### config.mk
export PLATFORM = sky130hd
export DESIGN_NAME = sensor_command_packet_framer
export DESIGN_NICKNAME = d
export VERILOG_FILES = /design/src/rtl/scpf_pkg.sv /design/src/rtl/sensor_command_packet_framer.sv
export SDC_FILE = /design/constraint.sdc
export NUM_CORES = 1
export LEC_CHECK = 0
export ABC_AREA = 1
export ABC_CLOCK_PERIOD_IN_PS = 2900
export CAP_MARGIN = 10
export CORE_ASPECT_RATIO = 0.6
export CORE_MARGIN = 2
export CORE_UTILIZATION = 50
export DETAILED_ROUTE_END_ITERATION = 10
export DONT_BUFFER_PORTS = 1
export PLACE_DENSITY = 0.67
export SLEW_MARGIN = 20
export SYNTH_ARGS = -nofsm -noshare
export SYNTH_HDL_FRONTEND = slang
export SYNTH_SLANG_ARGS = --single-unit
### constraint.sdc
create_clock -name clk -period 2.9 [get_ports clk]
set_input_delay 0.435 -clock clk [delete_from_list [all_inputs] [get_ports clk]]
set_output_delay 0.435 -clock clk [all_outputs]
set_load 0.005 [all_outputs]
### src/rtl/scpf_pkg.sv
// ----------------------------------------------------------------------------
// scpf_pkg
// Constants and slot codes for the sensor command packet framer.
// ----------------------------------------------------------------------------
package scpf_pkg;

  // Frame constants
  localparam logic [7:0]  START_HI       = 8'hEF;
  localparam logic [7:0]  START_LO       = 8'h01;
  localparam logic [7:0]  PACKET_CMD     = 8'h01;
  localparam logic [15:0] LEN_EXTRA      = 16'd3;
  localparam logic [31:0] ADDR_RESET     = 32'hFFFF_FFFF;
  localparam int          MAX_PARAMS_DEF = 32;

  // Input actions
  localparam logic ACT_BEGIN = 1'b0;
  localparam logic ACT_PARAM = 1'b1;

  // Register map (word index)
  localparam logic REG_DEVICE_ADDRESS = 1'b0;

  // Byte slots within a frame
  typedef logic [3:0] slot_t;
  localparam slot_t SLOT_START_HI = 4'd0;
  localparam slot_t SLOT_START_LO = 4'd1;
  localparam slot_t SLOT_ADDR_3   = 4'd2;
  localparam slot_t SLOT_ADDR_2   = 4'd3;
  localparam slot_t SLOT_ADDR_1   = 4'd4;
  localparam slot_t SLOT_ADDR_0   = 4'd5;
  localparam slot_t SLOT_PID      = 4'd6;
  localparam slot_t SLOT_LEN_HI   = 4'd7;
  localparam slot_t SLOT_LEN_LO   = 4'd8;
  localparam slot_t SLOT_DATA     = 4'd9;
  localparam slot_t SLOT_SUM_HI   = 4'd10;
  localparam slot_t SLOT_SUM_LO   = 4'd11;

endpackage

### src/rtl/sensor_command_packet_framer.sv
// ----------------------------------------------------------------------------
// sensor_command_packet_framer
// Builds command frames for a serial sensor module, one byte per output beat.
// ----------------------------------------------------------------------------
//  channel | dir | handshake           | payload
//  --------+-----+---------------------+------------------------------------
//  s_*     | in  | s_tvalid / s_tready | tdata: instruction, param_count,
//          |     |                     |   param_byte; tuser: action
//  m_*     | out | m_tvalid / m_tready | tdata: frame_byte; tlast: run_last;
//          |     |                     |   tuser: frame_end
//  apb     | in  | psel/penable/pready | device_address at byte address 0
//
// An input beat is decoded into a descriptor register, which then
// emits one byte per cycle: 10 or 12 bytes for a begin, 1 or 3 for a parameter,
// so the output port sets the rate. A new input beat is taken while the last
// byte of the previous descriptor leaves. Ignored parameter beats are dropped.
// Reset is synchronous; it closes any frame and empties the descriptor.
// ----------------------------------------------------------------------------
module sensor_command_packet_framer #(
  parameter int MAX_PARAMS = scpf_pkg::MAX_PARAMS_DEF
) (
  input  logic        clk,
  input  logic        rst,
  // input stream
  input  logic        s_tvalid,
  output logic        s_tready,
  input  logic [23:0] s_tdata,   // [7:0] instruction, [13:8] param_count,
                                 // [21:14] param_byte, [23:22] zero
  input  logic        s_tuser,   // [0] action
  // output stream
  output logic        m_tvalid,
  input  logic        m_tready,
  output logic [7:0]  m_tdata,   // [7:0] frame_byte
  output logic        m_tlast,   // run_last
  output logic        m_tuser,   // [0] frame_end
  // configuration
  input  logic        psel,
  input  logic        penable,
  input  logic        pwrite,
  input  logic [2:0]  paddr,
  input  logic [31:0] pwdata,
  output logic [31:0] prdata,
  output logic        pready
);
  import scpf_pkg::*;

  // registers
  logic [31:0] device_address;
  logic        in_frame;
  logic [5:0]  params_left;
  logic [15:0] running_sum;

  logic        d_valid;
  slot_t       d_pos;
  logic        d_close;
  logic [7:0]  d_len_hi;
  logic [7:0]  d_len_lo;
  logic [7:0]  d_data;
  logic [15:0] d_sum;

  // input fields
  logic        action;
  logic [7:0]  instruction;
  logic [5:0]  param_count;
  logic [7:0]  param_byte;

  logic        in_acc;
  logic        out_acc;
  logic        run_last;
  logic [5:0]  count_sat;
  logic [15:0] len;
  logic [15:0] begin_sum;
  logic [15:0] param_sum;
  logic        param_ok;
  logic        param_close;

  assign action      = s_tuser;
  assign instruction = s_tdata[7:0];
  assign param_count = s_tdata[13:8];
  assign param_byte  = s_tdata[21:14];

  // APB port
  assign pready = 1'b1;
  assign prdata = (paddr[2] == REG_DEVICE_ADDRESS) ? device_address : 32'd0;

  always_ff @(posedge clk) begin
    if (rst) begin
      device_address <= ADDR_RESET;
    end else if (psel && penable && pwrite && pready &&
                 paddr[2] == REG_DEVICE_ADDRESS) begin
      device_address <= pwdata;
    end
  end

  // handshakes
  assign run_last = (d_pos == (d_close ? SLOT_SUM_LO : SLOT_DATA));
  assign out_acc  = d_valid && m_tready;
  assign s_tready = !d_valid || (m_tready && run_last);
  assign in_acc   = s_tvalid && s_tready;

  // item decode
  assign count_sat   = (int'(param_count) > MAX_PARAMS) ? 6'(MAX_PARAMS) : param_count;
  assign len         = 16'(count_sat) + LEN_EXTRA;
  assign begin_sum   = 16'(PACKET_CMD) + 16'(len[15:8]) + 16'(len[7:0]) + 16'(instruction);
  assign param_sum   = running_sum + 16'(param_byte);
  assign param_ok    = in_frame && (params_left != 6'd0);
  assign param_close = (params_left == 6'd1);

  // frame state
  always_ff @(posedge clk) begin
    if (rst) begin
      in_frame    <= 1'b0;
      params_left <= 6'd0;
      running_sum <= 16'd0;
    end else if (in_acc) begin
      if (action == ACT_BEGIN) begin
        in_frame    <= (count_sat != 6'd0);
        params_left <= count_sat;
        running_sum <= begin_sum;
      end else if (param_ok) begin
        in_frame    <= !param_close;
        params_left <= params_left - 6'd1;
        running_sum <= param_sum;
      end
    end
  end

  // descriptor: loaded on a producing beat, stepped per output beat
  always_ff @(posedge clk) begin
    if (rst) begin
      d_valid <= 1'b0;
      d_pos   <= SLOT_START_HI;
    end else if (in_acc && (action == ACT_BEGIN || param_ok)) begin
      d_valid <= 1'b1;
      d_pos   <= (action == ACT_BEGIN) ? SLOT_START_HI : SLOT_DATA;
    end else if (out_acc) begin
      if (run_last) begin
        d_valid <= 1'b0;
      end else begin
        d_pos <= d_pos + 4'd1;
      end
    end
  end

  // descriptor payload
  always_ff @(posedge clk) begin
    if (in_acc) begin
      if (action == ACT_BEGIN) begin
        d_close  <= (count_sat == 6'd0);
        d_len_hi <= len[15:8];
        d_len_lo <= len[7:0];
        d_data   <= instruction;
        d_sum    <= begin_sum;
      end else if (param_ok) begin
        d_close  <= param_close;
        d_data   <= param_byte;
        d_sum    <= param_sum;
      end
    end
  end

  // output byte select
  always_comb begin
    case (d_pos)
      SLOT_START_HI: m_tdata = START_HI;
      SLOT_START_LO: m_tdata = START_LO;
      SLOT_ADDR_3:   m_tdata = device_address[31:24];
      SLOT_ADDR_2:   m_tdata = device_address[23:16];
      SLOT_ADDR_1:   m_tdata = device_address[15:8];
      SLOT_ADDR_0:   m_tdata = device_address[7:0];
      SLOT_PID:      m_tdata = PACKET_CMD;
      SLOT_LEN_HI:   m_tdata = d_len_hi;
      SLOT_LEN_LO:   m_tdata = d_len_lo;
      SLOT_DATA:     m_tdata = d_data;
      SLOT_SUM_HI:   m_tdata = d_sum[15:8];
      SLOT_SUM_LO:   m_tdata = d_sum[7:0];
      default:       m_tdata = 8'd0;
    endcase
  end

  assign m_tvalid = d_valid;
  assign m_tlast  = run_last;
  assign m_tuser  = d_close && (d_pos == SLOT_SUM_LO);

endmodule
* Word-level counts from Yosys, hierarchy flattened *
Cells that the tools add are included.

operators by class
  add/subtract/negate cells = 7
  order comparisons = 1
  equality and inequality tests = 15
  mux-type cells = 21
  bitwise logic cells = 2
  reduce and logical (&&, ||, !) cells = 24

operators with widths
  kind                 number
  $pmux 8 s11          1
  $mux 16              2
  $mux 32              1
  $mux 6               3
  $add 16x8->16        1
  $eq 4x3->1 const B   4
  $eq 4x4->1 const B   4
  $mux 4               4
  $mux 8               2
  $reduce_bool 6->1    2
  $add 8x8->9          1
  $logic_and 1x1->1    9
  $add 2x7->8          1
  $eq 4x2->1 const B   2
  $reduce_and 2->1     4
  $add 6x2->7 const B  1
  $mux 1               7
  $eq 6x1->1 const B   1
  $gt 6x6->1 const B   1
  $logic_not 6->1      1
  $sub 6x1->6 const B  1
  $add 4x1->4 const B  1
  $eq 4x1->1 const B   1
  $eq 4x4->1           1
  other kinds (9)      14

storage, ports and cells
  bits in registers = 101
  input bits = 67
  output and inout port bits = 45
  word-level logic and storage cells = 81

* Longest topological paths before layout *
Gate-level depths: netlist of the first run.

  depth in word-level cells = 8
  mapped depth = 21
  depth with buffers taken out = 21

* Least setup slack after synthesis of the first run *
OpenSTA, ideal clock, no wires.

  kind = in2reg
  from = input s_tdata[12]
  to = register d_sum[7], data pin
  library setup time = 0.258 ns
  arrival time = 2.119 ns
  data required time = 2.642 ns
  setup slack = 0.523 ns
  cell stages on the path = 18
  buffers on the path = 0
  cell sequence = nor2_1 nand3_1 nand2_1 nand2_1 ha_1 inv_1 nand2_1 nor2_1 a21oi_1 a21oi_1 ha_1 nand2_1 nand2_1 inv_1 o21a_1 nand3_1 nand3_1 nand2_1

between the ends
  longest elaborated chain between the ends = 6

ends and longest elaborated chain
  element               line                                 text
  start, declared       sensor_command_packet_framer.sv:27   input logic [23:0] s_tdata,
  $gt 6x6->1            sensor_command_packet_framer.sv:102  assign count_sat = (int'(param_count) > MAX_PARAMS) ? 6'(MAX_PARAMS) : param_count;
  $mux 6                sensor_command_packet_framer.sv:102
  $add 6x2->7           sensor_command_packet_framer.sv:103  assign len = 16'(count_sat) + LEN_EXTRA;
  via len[0]            sensor_command_packet_framer.sv:71   logic [15:0] len;
  $add 2x7->8           sensor_command_packet_framer.sv:104  assign begin_sum = 16'(PACKET_CMD) + 16'(len[15:8]) + 16'(len[7:0]) + 16'(instruction);
  $add 8x8->9           sensor_command_packet_framer.sv:104
  $mux 16               sensor_command_packet_framer.sv:148  if (action == ACT_BEGIN) begin
  end signal, assigned  sensor_command_packet_framer.sv:153  d_sum <= begin_sum;
  end signal, assigned  sensor_command_packet_framer.sv:157  d_sum <= param_sum;
  end, declared         sensor_command_packet_framer.sv:59   logic [15:0] d_sum;

The timed path passes the listed nets, and every way through them passes these cells.
A chain may end at the register's enable or synchronous reset.

* Worst setup path in the final report of the first run *
  from = register d_pos[0]
  to = output m_tdata[1]

between the ends
  longest elaborated chain between the ends = 3
  elaborated cells on any way between the ends = 14
  those cells by class = eq/ne (11); mux (1); reduce/logical (2)

ends and longest elaborated chain
  element                                          line                                 text
  start, declared                                  sensor_command_packet_framer.sv:54   slot_t d_pos;
  start signal, assigned                           sensor_command_packet_framer.sv:135  d_pos <= (action == ACT_BEGIN) ? SLOT_START_HI : SLOT_DATA;
  start signal, assigned                           sensor_command_packet_framer.sv:140  d_pos <= d_pos + 4'd1;
  $eq 4x3->1 / $eq 4x1->1 (equally long branches)  sensor_command_packet_framer.sv:164  case (d_pos)
  $reduce_or 2->1 (no line)                        n/a
  $pmux 8 s11 (*)                                  sensor_command_packet_framer.sv:164
  end, declared                                    sensor_command_packet_framer.sv:33   output logic [7:0] m_tdata,

Mark *: on every way between the ends. The rest lies on a longest branch, timed or not.

==> results of run 1 <==
## power by group through the flow
stage	Combinational (W)	Clock (W)	Sequential, W
final	0.000509	0.00112	0.00145
after detailed placement	0.000502	0	0.00148
after CTS	0.000504	0.00113	0.00145
after floorplan	0.000400	0	0.00146
after global placement	0.000487	0	0.00147
after global routing	0.000576	0.00119	0.00145
## metrics by stage
stage,cell area [µm²],hold WS [ns],power (W)
2_1_floorplan,5420,0.423,0.00186
3_3_place_gp,5490,0.435,0.00196
3_5_place_dp,5490,0.443,0.00198
4_1_cts,5760,0.138,0.00309
5_1_grt,5760,0.132,0.00322
6_report,5760,0.144,0.00307
## registers in the layout (all words and copies together) (netlist names)
register,count
d_close,1
d_data,8
d_len_lo,7
d_pos,4
d_sum,16
device_address,32
in_frame,1
m_tvalid,1
params_left,6
running_sum,16
## worst max-delay path: cells and delay by family, from the launching register on
| family | cells | cell delay, ns |
|---|---|---|
| simple gates | 4 | 0.68 |
| flops | 1 | 0.41 |
| compound gates | 1 | 0.13 |
| fa+ha+maj | 1 | 0.35 |
| buf+inv | 2 | 0.26 |
## cell type report
cell class | instances | share of cell area
sequential | 92 | 0.375
timing repair buffer | 5 | 0.00652
multi-input combinational | 528 | 0.471
clock inverter | 7 | 0.00826
clock buffer | 9 | 0.0391
inverter | 107 | 0.0697
tap | 139 | 0.0302
## final timing paths
| kind | start | to | slack (ns) | cells after the start |
|---|---|---|---|---|
| setup reg to reg | params_left[0] | params_left[3] | 0.83 | 9 |
| hold / removal | rst | params_left[4] | 0.14 | 1 |
| setup / recovery | d_pos[0] | m_tdata[1] | 0.29 | 8 |
| hold reg to reg | running_sum[2] | running_sum[2] | 0.46 | 2 |
## metal layers
| metal | wire length, µm | up-vias | track usage |
|---|---|---|---|
| li1 | - | 2441 | - |
| met1 | 7040 | 2274 | 0.364 |
| met2 | 6100 | 177 | 0.375 |
| met3 | 1170 | 10 | 0.0747 |
| met4 | 95 | 0 | 0.0417 |
| met5 | 0 | - | 0 |
## layout by cell type (no fill, tap or decap), types with 2 or more instances in the layout
cell type	synthesis	layout
edfxtp_1	32	32
o21ai_0	29	29
nand4_1	7	7
a31oi_1	2	2
inv_1	103	103
nor3_1	2	2
nor2_4	2	3
buf_4	2	5
conb_1	2	3
o211ai_1	34	34
nand2_1	210	210
fa_1	2	2
nand2_2	3	3
nand3_1	57	57
xor2_1	5	5
ha_1	23	23
dfxtp_1	60	60
o22ai_1	8	8
inv_4	0	4
o221ai_1	2	2
nand3b_1	4	4
a21oi_1	33	33
inv_2	4	4
nor2_1	81	80
o21ai_1	3	3
a311oi_1	2	2
a221oi_1	5	5
clkbuf_16	0	9
## cell families (layout without fill, tap and decap cells)
kind of cell    after synthesis  count (layout)  share of synthesized area
compound gates              122             122                      0.139
xor+xnor                      6               6                    0.00971
fa+ha+maj                    25              25                     0.0606
buf+inv                     135             128                      0.102
flops                        92              92                      0.399
other cells                   2               3                    0.00139
simple gates                372             372                      0.288
==> flow_summary.yaml, run 1 <==
run_status:
  outcome: "finished clean"
finish:
  final_layout_size_suffix_gt1_frac: 0.0481
  instances_no_fill: 887
  finalNetCount: 835
  area_growth_pct: 6.38
  multi_input_area_um2: 2710
  register_area_um2: 2160
  diodes: 0
  fillerInstances: 1009
  fin_util: 0.545
critical_path:
  end_kind: "primary output"
  path_max_fanout: 9
  crit_chain: "inv_1 > ha_1 > nand2_1 > inv_1 > nand2_1 > o221ai_1 > nor2_1 > nand4_1"
  worstSetupStartpointType: "flip-flop"
  critPathRequiredTime_ns: 2.47
  crit_arrival_ns: 2.18
  crit_slowest_cell: "dfxtp_1"
  max_stage_delay_ns: 0.41
  crit_type: "flip-flop to primary output"
floorplan:
  die_area_um2: 11700
  rows: 29
  core-area_um2: 10600
  die-width_um: 138
  die_h_um: 84.6
  initial_core_util: 0.513
  io_pins: 112
global_routing:
  antenna_found_initial: 0
  overflow: 0
  grt_pass1_wl_um: 23700
  grt_use_total: 0.250
  grt_pass1_vias: 4665
  grt_max_degree: 65
placed_design:
  placed_cells: 871
  hpwl_um: 11100
  pre_cts_ws_ns: 0.0748
  place_congestion: 0.884
  io_buffers: 0
synthesis:
  netlist.area_leader.share: 0.222
  yosys_register_bits: 92
  synthesis.instances: 754
  yosysMostFrequentCell: "nand2_1"
  syn_area_um2: 5410
  avgSynthCellArea_um2: 7.18
  seq_area_frac_synth: 0.399
  synthFlopType: "dfxtp_1"
  synth_largest_area_cell: "dfxtp_1"
  netlist-cell-type-count: 41
  async_reset_ff_frac: 0
  synth-edff-count: 32
  ys_warn_count: 0
  yosys-top-cells-area: "dfxtp_1, edfxtp_1, nand2_1, inv_1, nor2_1"
  ys_top_cells_by_count: "nand2_1, inv_1, nor2_1"
clock_tree:
  clk_latency_ns: 0.35
  clock_path_buffers: 2
  cts_tree: "done"
  cts_setup_buffers: 0
  cts_max_level: 3
  ctsResizeCount: 0
  cts.sinks: 92
  numCtsBuffers: 9
  clk_pin_slew_ns: 0.07
  cts-root-buf: "clkbuf_16"
  postCtsHoldBufs: 0
sta:
  tns_ns: 0
  clock_skew_ns: 0.00621
  tightestPinTransition_ns: 0.653
  fmax_mhz: 382
  setup_slack_ns: 0.285
  rsz0062_at_grt: "no"
  max-slew-margin-rel: 0.563
  slew_viol_final: 0
  hold_violations: 0
  setup_violations: 0
  fin_crit_sh: 0.902
  post-route-min-period_ns: 2.61
power:
  p_sw_w: 0.000914
  pwr-share-seq: 0.471
  powerDensity_nw_per_um2: 534
  p_int_w: 0.00216
  irDropWorstVdd_v: 0.000325
  power.share.switching: 0.297
  p_leak_nw: 2.76
  comb_power_share: 0.165
  p_clk_frac: 0.364
drt:
  ant_nets: 0
  drc: 0
  drt_iter0_markers: 402
  routed_wl_um: 14400
  first_pass_iters: 5
  vias_per_cell: 5.53
  wire_per_inst_um: 16.3
  vias: 4902
min_path:
  hold_class: "input pin to flip-flop"
job:
  maxCapViolCount: 0
Note: power is estimated with default switching activity, not from simulation.
==> run 2: changes to the inputs <==
- CELL_PAD_IN_SITES_DETAIL_PLACEMENT: unset -> 0
- CELL_PAD_IN_SITES_GLOBAL_PLACEMENT: unset -> 1
- CORE_UTILIZATION: 50 -> 46
- PLACE_DENSITY: 0.67 -> 0.82
==> run 2 against run 1 <==
Against the previous run: first-iteration DRC count down 17%; sequential share of layout area down 0.45 points; clock power up 11%; cell area up 1.2%; hold slack better by 0.011 ns; total power up 3.7%; setup slack better by 0.052 ns; wire length down 1.1%; clock skew up 0.0016 ns; via count down 2.2%; critical path type unchanged; highest routed layer unchanged.
==> flow_summary.yaml, run 2 (synthesis results as in run 1) <==
critical_path:
  max_stage_delay_ns: 0.40
  end_kind: "primary output"
  crit_type: "flip-flop to primary output"
  crit_chain: "inv_1 > ha_1 > nand2_1 > inv_1 > nand2_1 > o221ai_1 > nor2_1 > nand4_1"
  crit_slowest_cell: "dfxtp_1"
  path_max_fanout: 9
  critPathRequiredTime_ns: 2.47
  worstSetupStartpointType: "flip-flop"
  crit_arrival_ns: 2.13
placed_design:
  io_buffers: 0
  placed_area_um2: 5510
  hpwl_um: 11000
  place_congestion: 0.907
  placed_cells: 891
global_routing:
  grt_pass1_vias: 4409
  grt_use_total: 0.229
  overflow: 0
  grt_pass1_wl_um: 22400
  grt_max_degree: 65
  antenna_found_initial: 0
finish:
  reg_top3: "device_address x32, d_sum x16, running_sum x16"
  instances_no_fill: 907
  diodes: 0
  final_common_cell: "nand2_1"
  mostFrequentLayoutCells: "nand2_1, inv_1, nor2_1, dfxtp_1, nand3_1"
  final_cell_area_um2: 5830
  finalNetCount: 834
  top_register: "device_address"
  largest_reg_flops: 32
  final_layout_size_suffix_gt1_frac: 0.0469
  fillerInstances: 1155
  area_growth_pct: 7.67
drt:
  first_pass_iters: 5
  wire_per_inst_um: 15.7
  vias: 4796
  drt_iter0_markers: 332
  vias_per_cell: 5.29
  drc: 0
  routed_wl_um: 14300
  ant_nets: 0
clock_tree:
  cts_max_level: 3
  clk_pin_slew_ns: 0.06
  cts_tree: "done"
  cts_setup_buffers: 0
  cts-root-buf: "clkbuf_16"
  ctsResizeCount: 0
  numCtsBuffers: 9
  cts.sinks: 92
  clock_path_buffers: 2
  clk_latency_ns: 0.35
  postCtsHoldBufs: 0
sta:
  post-route-min-period_ns: 2.56
  slew_viol_final: 0
  tns_ns: 0
  tightestPinTransition_ns: 0.684
  max-slew-margin-rel: 0.542
  rsz0062_at_grt: "no"
  hold_violations: 0
  clock_skew_ns: 0.00782
  fmax_mhz: 390
  fin_crit_sh: 0.884
  setup_violations: 0
floorplan:
  die-width_um: 144
  io_pins: 112
  initial_core_util: 0.476
  die_h_um: 88.0
  rows: 30
  die_area_um2: 12700
  core-area_um2: 11400
power:
  p_leak_nw: 2.77
  powerDensity_nw_per_um2: 547
  irDropWorstVdd_v: 0.000307
run_status:
  outcome: "finished clean"
job:
  maxCapViolCount: 0
min_path:
  hold_class: "input pin to flip-flop"
[run 2: cell count changes in the layout (fill, tap and decap cells not counted)]
cell       previous run  this run
clkinv_4              1         2
clkinv_2              1         0
clkbuf_16             9        11
inv_4                 4         0
clkbuf_8              0         1
inv_6                 1         2
buf_4                 5         4
[run 2: metrics by stage]
step | power, W | utilization | worst slack [ns] | hold slack, ns
floorplan | 0.00186 | - | 0.523 | 0.423
global placement | 0.00197 | 0.484 | 0.196 | 0.434
detailed placement | 0.00197 | 0.484 | 0.126 | 0.448
CTS | 0.00320 | 0.513 | 0.330 | 0.145
global route | 0.00334 | 0.513 | 0.191 | 0.141
finish | 0.00319 | 0.513 | 0.337 | 0.155
[run 2: cell type report]
type	count	area (µm²)	share of cell area
sequential	92	2160	0.371
clock buffer	12	289	0.0496
clock inverter	4	35.0	0.00601
tap	160	200	0.0343
multi-input combinational	528	2710	0.465
inverter	107	402	0.0689
timing repair buffer	4	30.0	0.00515
[run 2: power breakdown]
group	total, W	leakage [nW]	internal (W)	switching, W
Combinational	0.000502	1.82	0.000161	0.000341
Clock	0.00124	0.160	0.000719	0.000521
Sequential	0.00145	0.792	0.00141	0.0000358
Total	0.00319	2.77	0.00229	0.000898
[run 2: per-layer routing]
| metal | track usage | vias up | part of all wire |
|---|---|---|---|
| li1 | - | 2447 | - |
| met3 | 0.0601 | 11 | 0.083 |
| met2 | 0.339 | 165 | 0.41 |
| met5 | 0 | - | 0 |
| met4 | 0.0428 | 0 | 0.0055 |
| met1 | 0.339 | 2173 | 0.50 |
[run 2: final timing paths]
| path | start | endpoint | slack (ns) | cells past startpoint |
|---|---|---|---|---|
| worst max-delay path | d_pos[0] | m_tdata[1] | 0.34 | 8 |
| worst min-delay path | rst | m_tvalid | 0.15 | 1 |
| worst max register to register | params_left[0] | params_left[3] | 0.79 | 9 |
| worst min register to register | running_sum[0] | running_sum[0] | 0.46 | 2 |
[run 2: critical path: cells and delay by family, from the launching register on]
kind / cells / cell delay, ns
DFF: 1 / 0.40
adders and majority gates: 1 / 0.36
AOI/OAI and AO/OA: 1 / 0.12
buffers and inverters: 2 / 0.25
and+or+nand+nor: 4 / 0.66
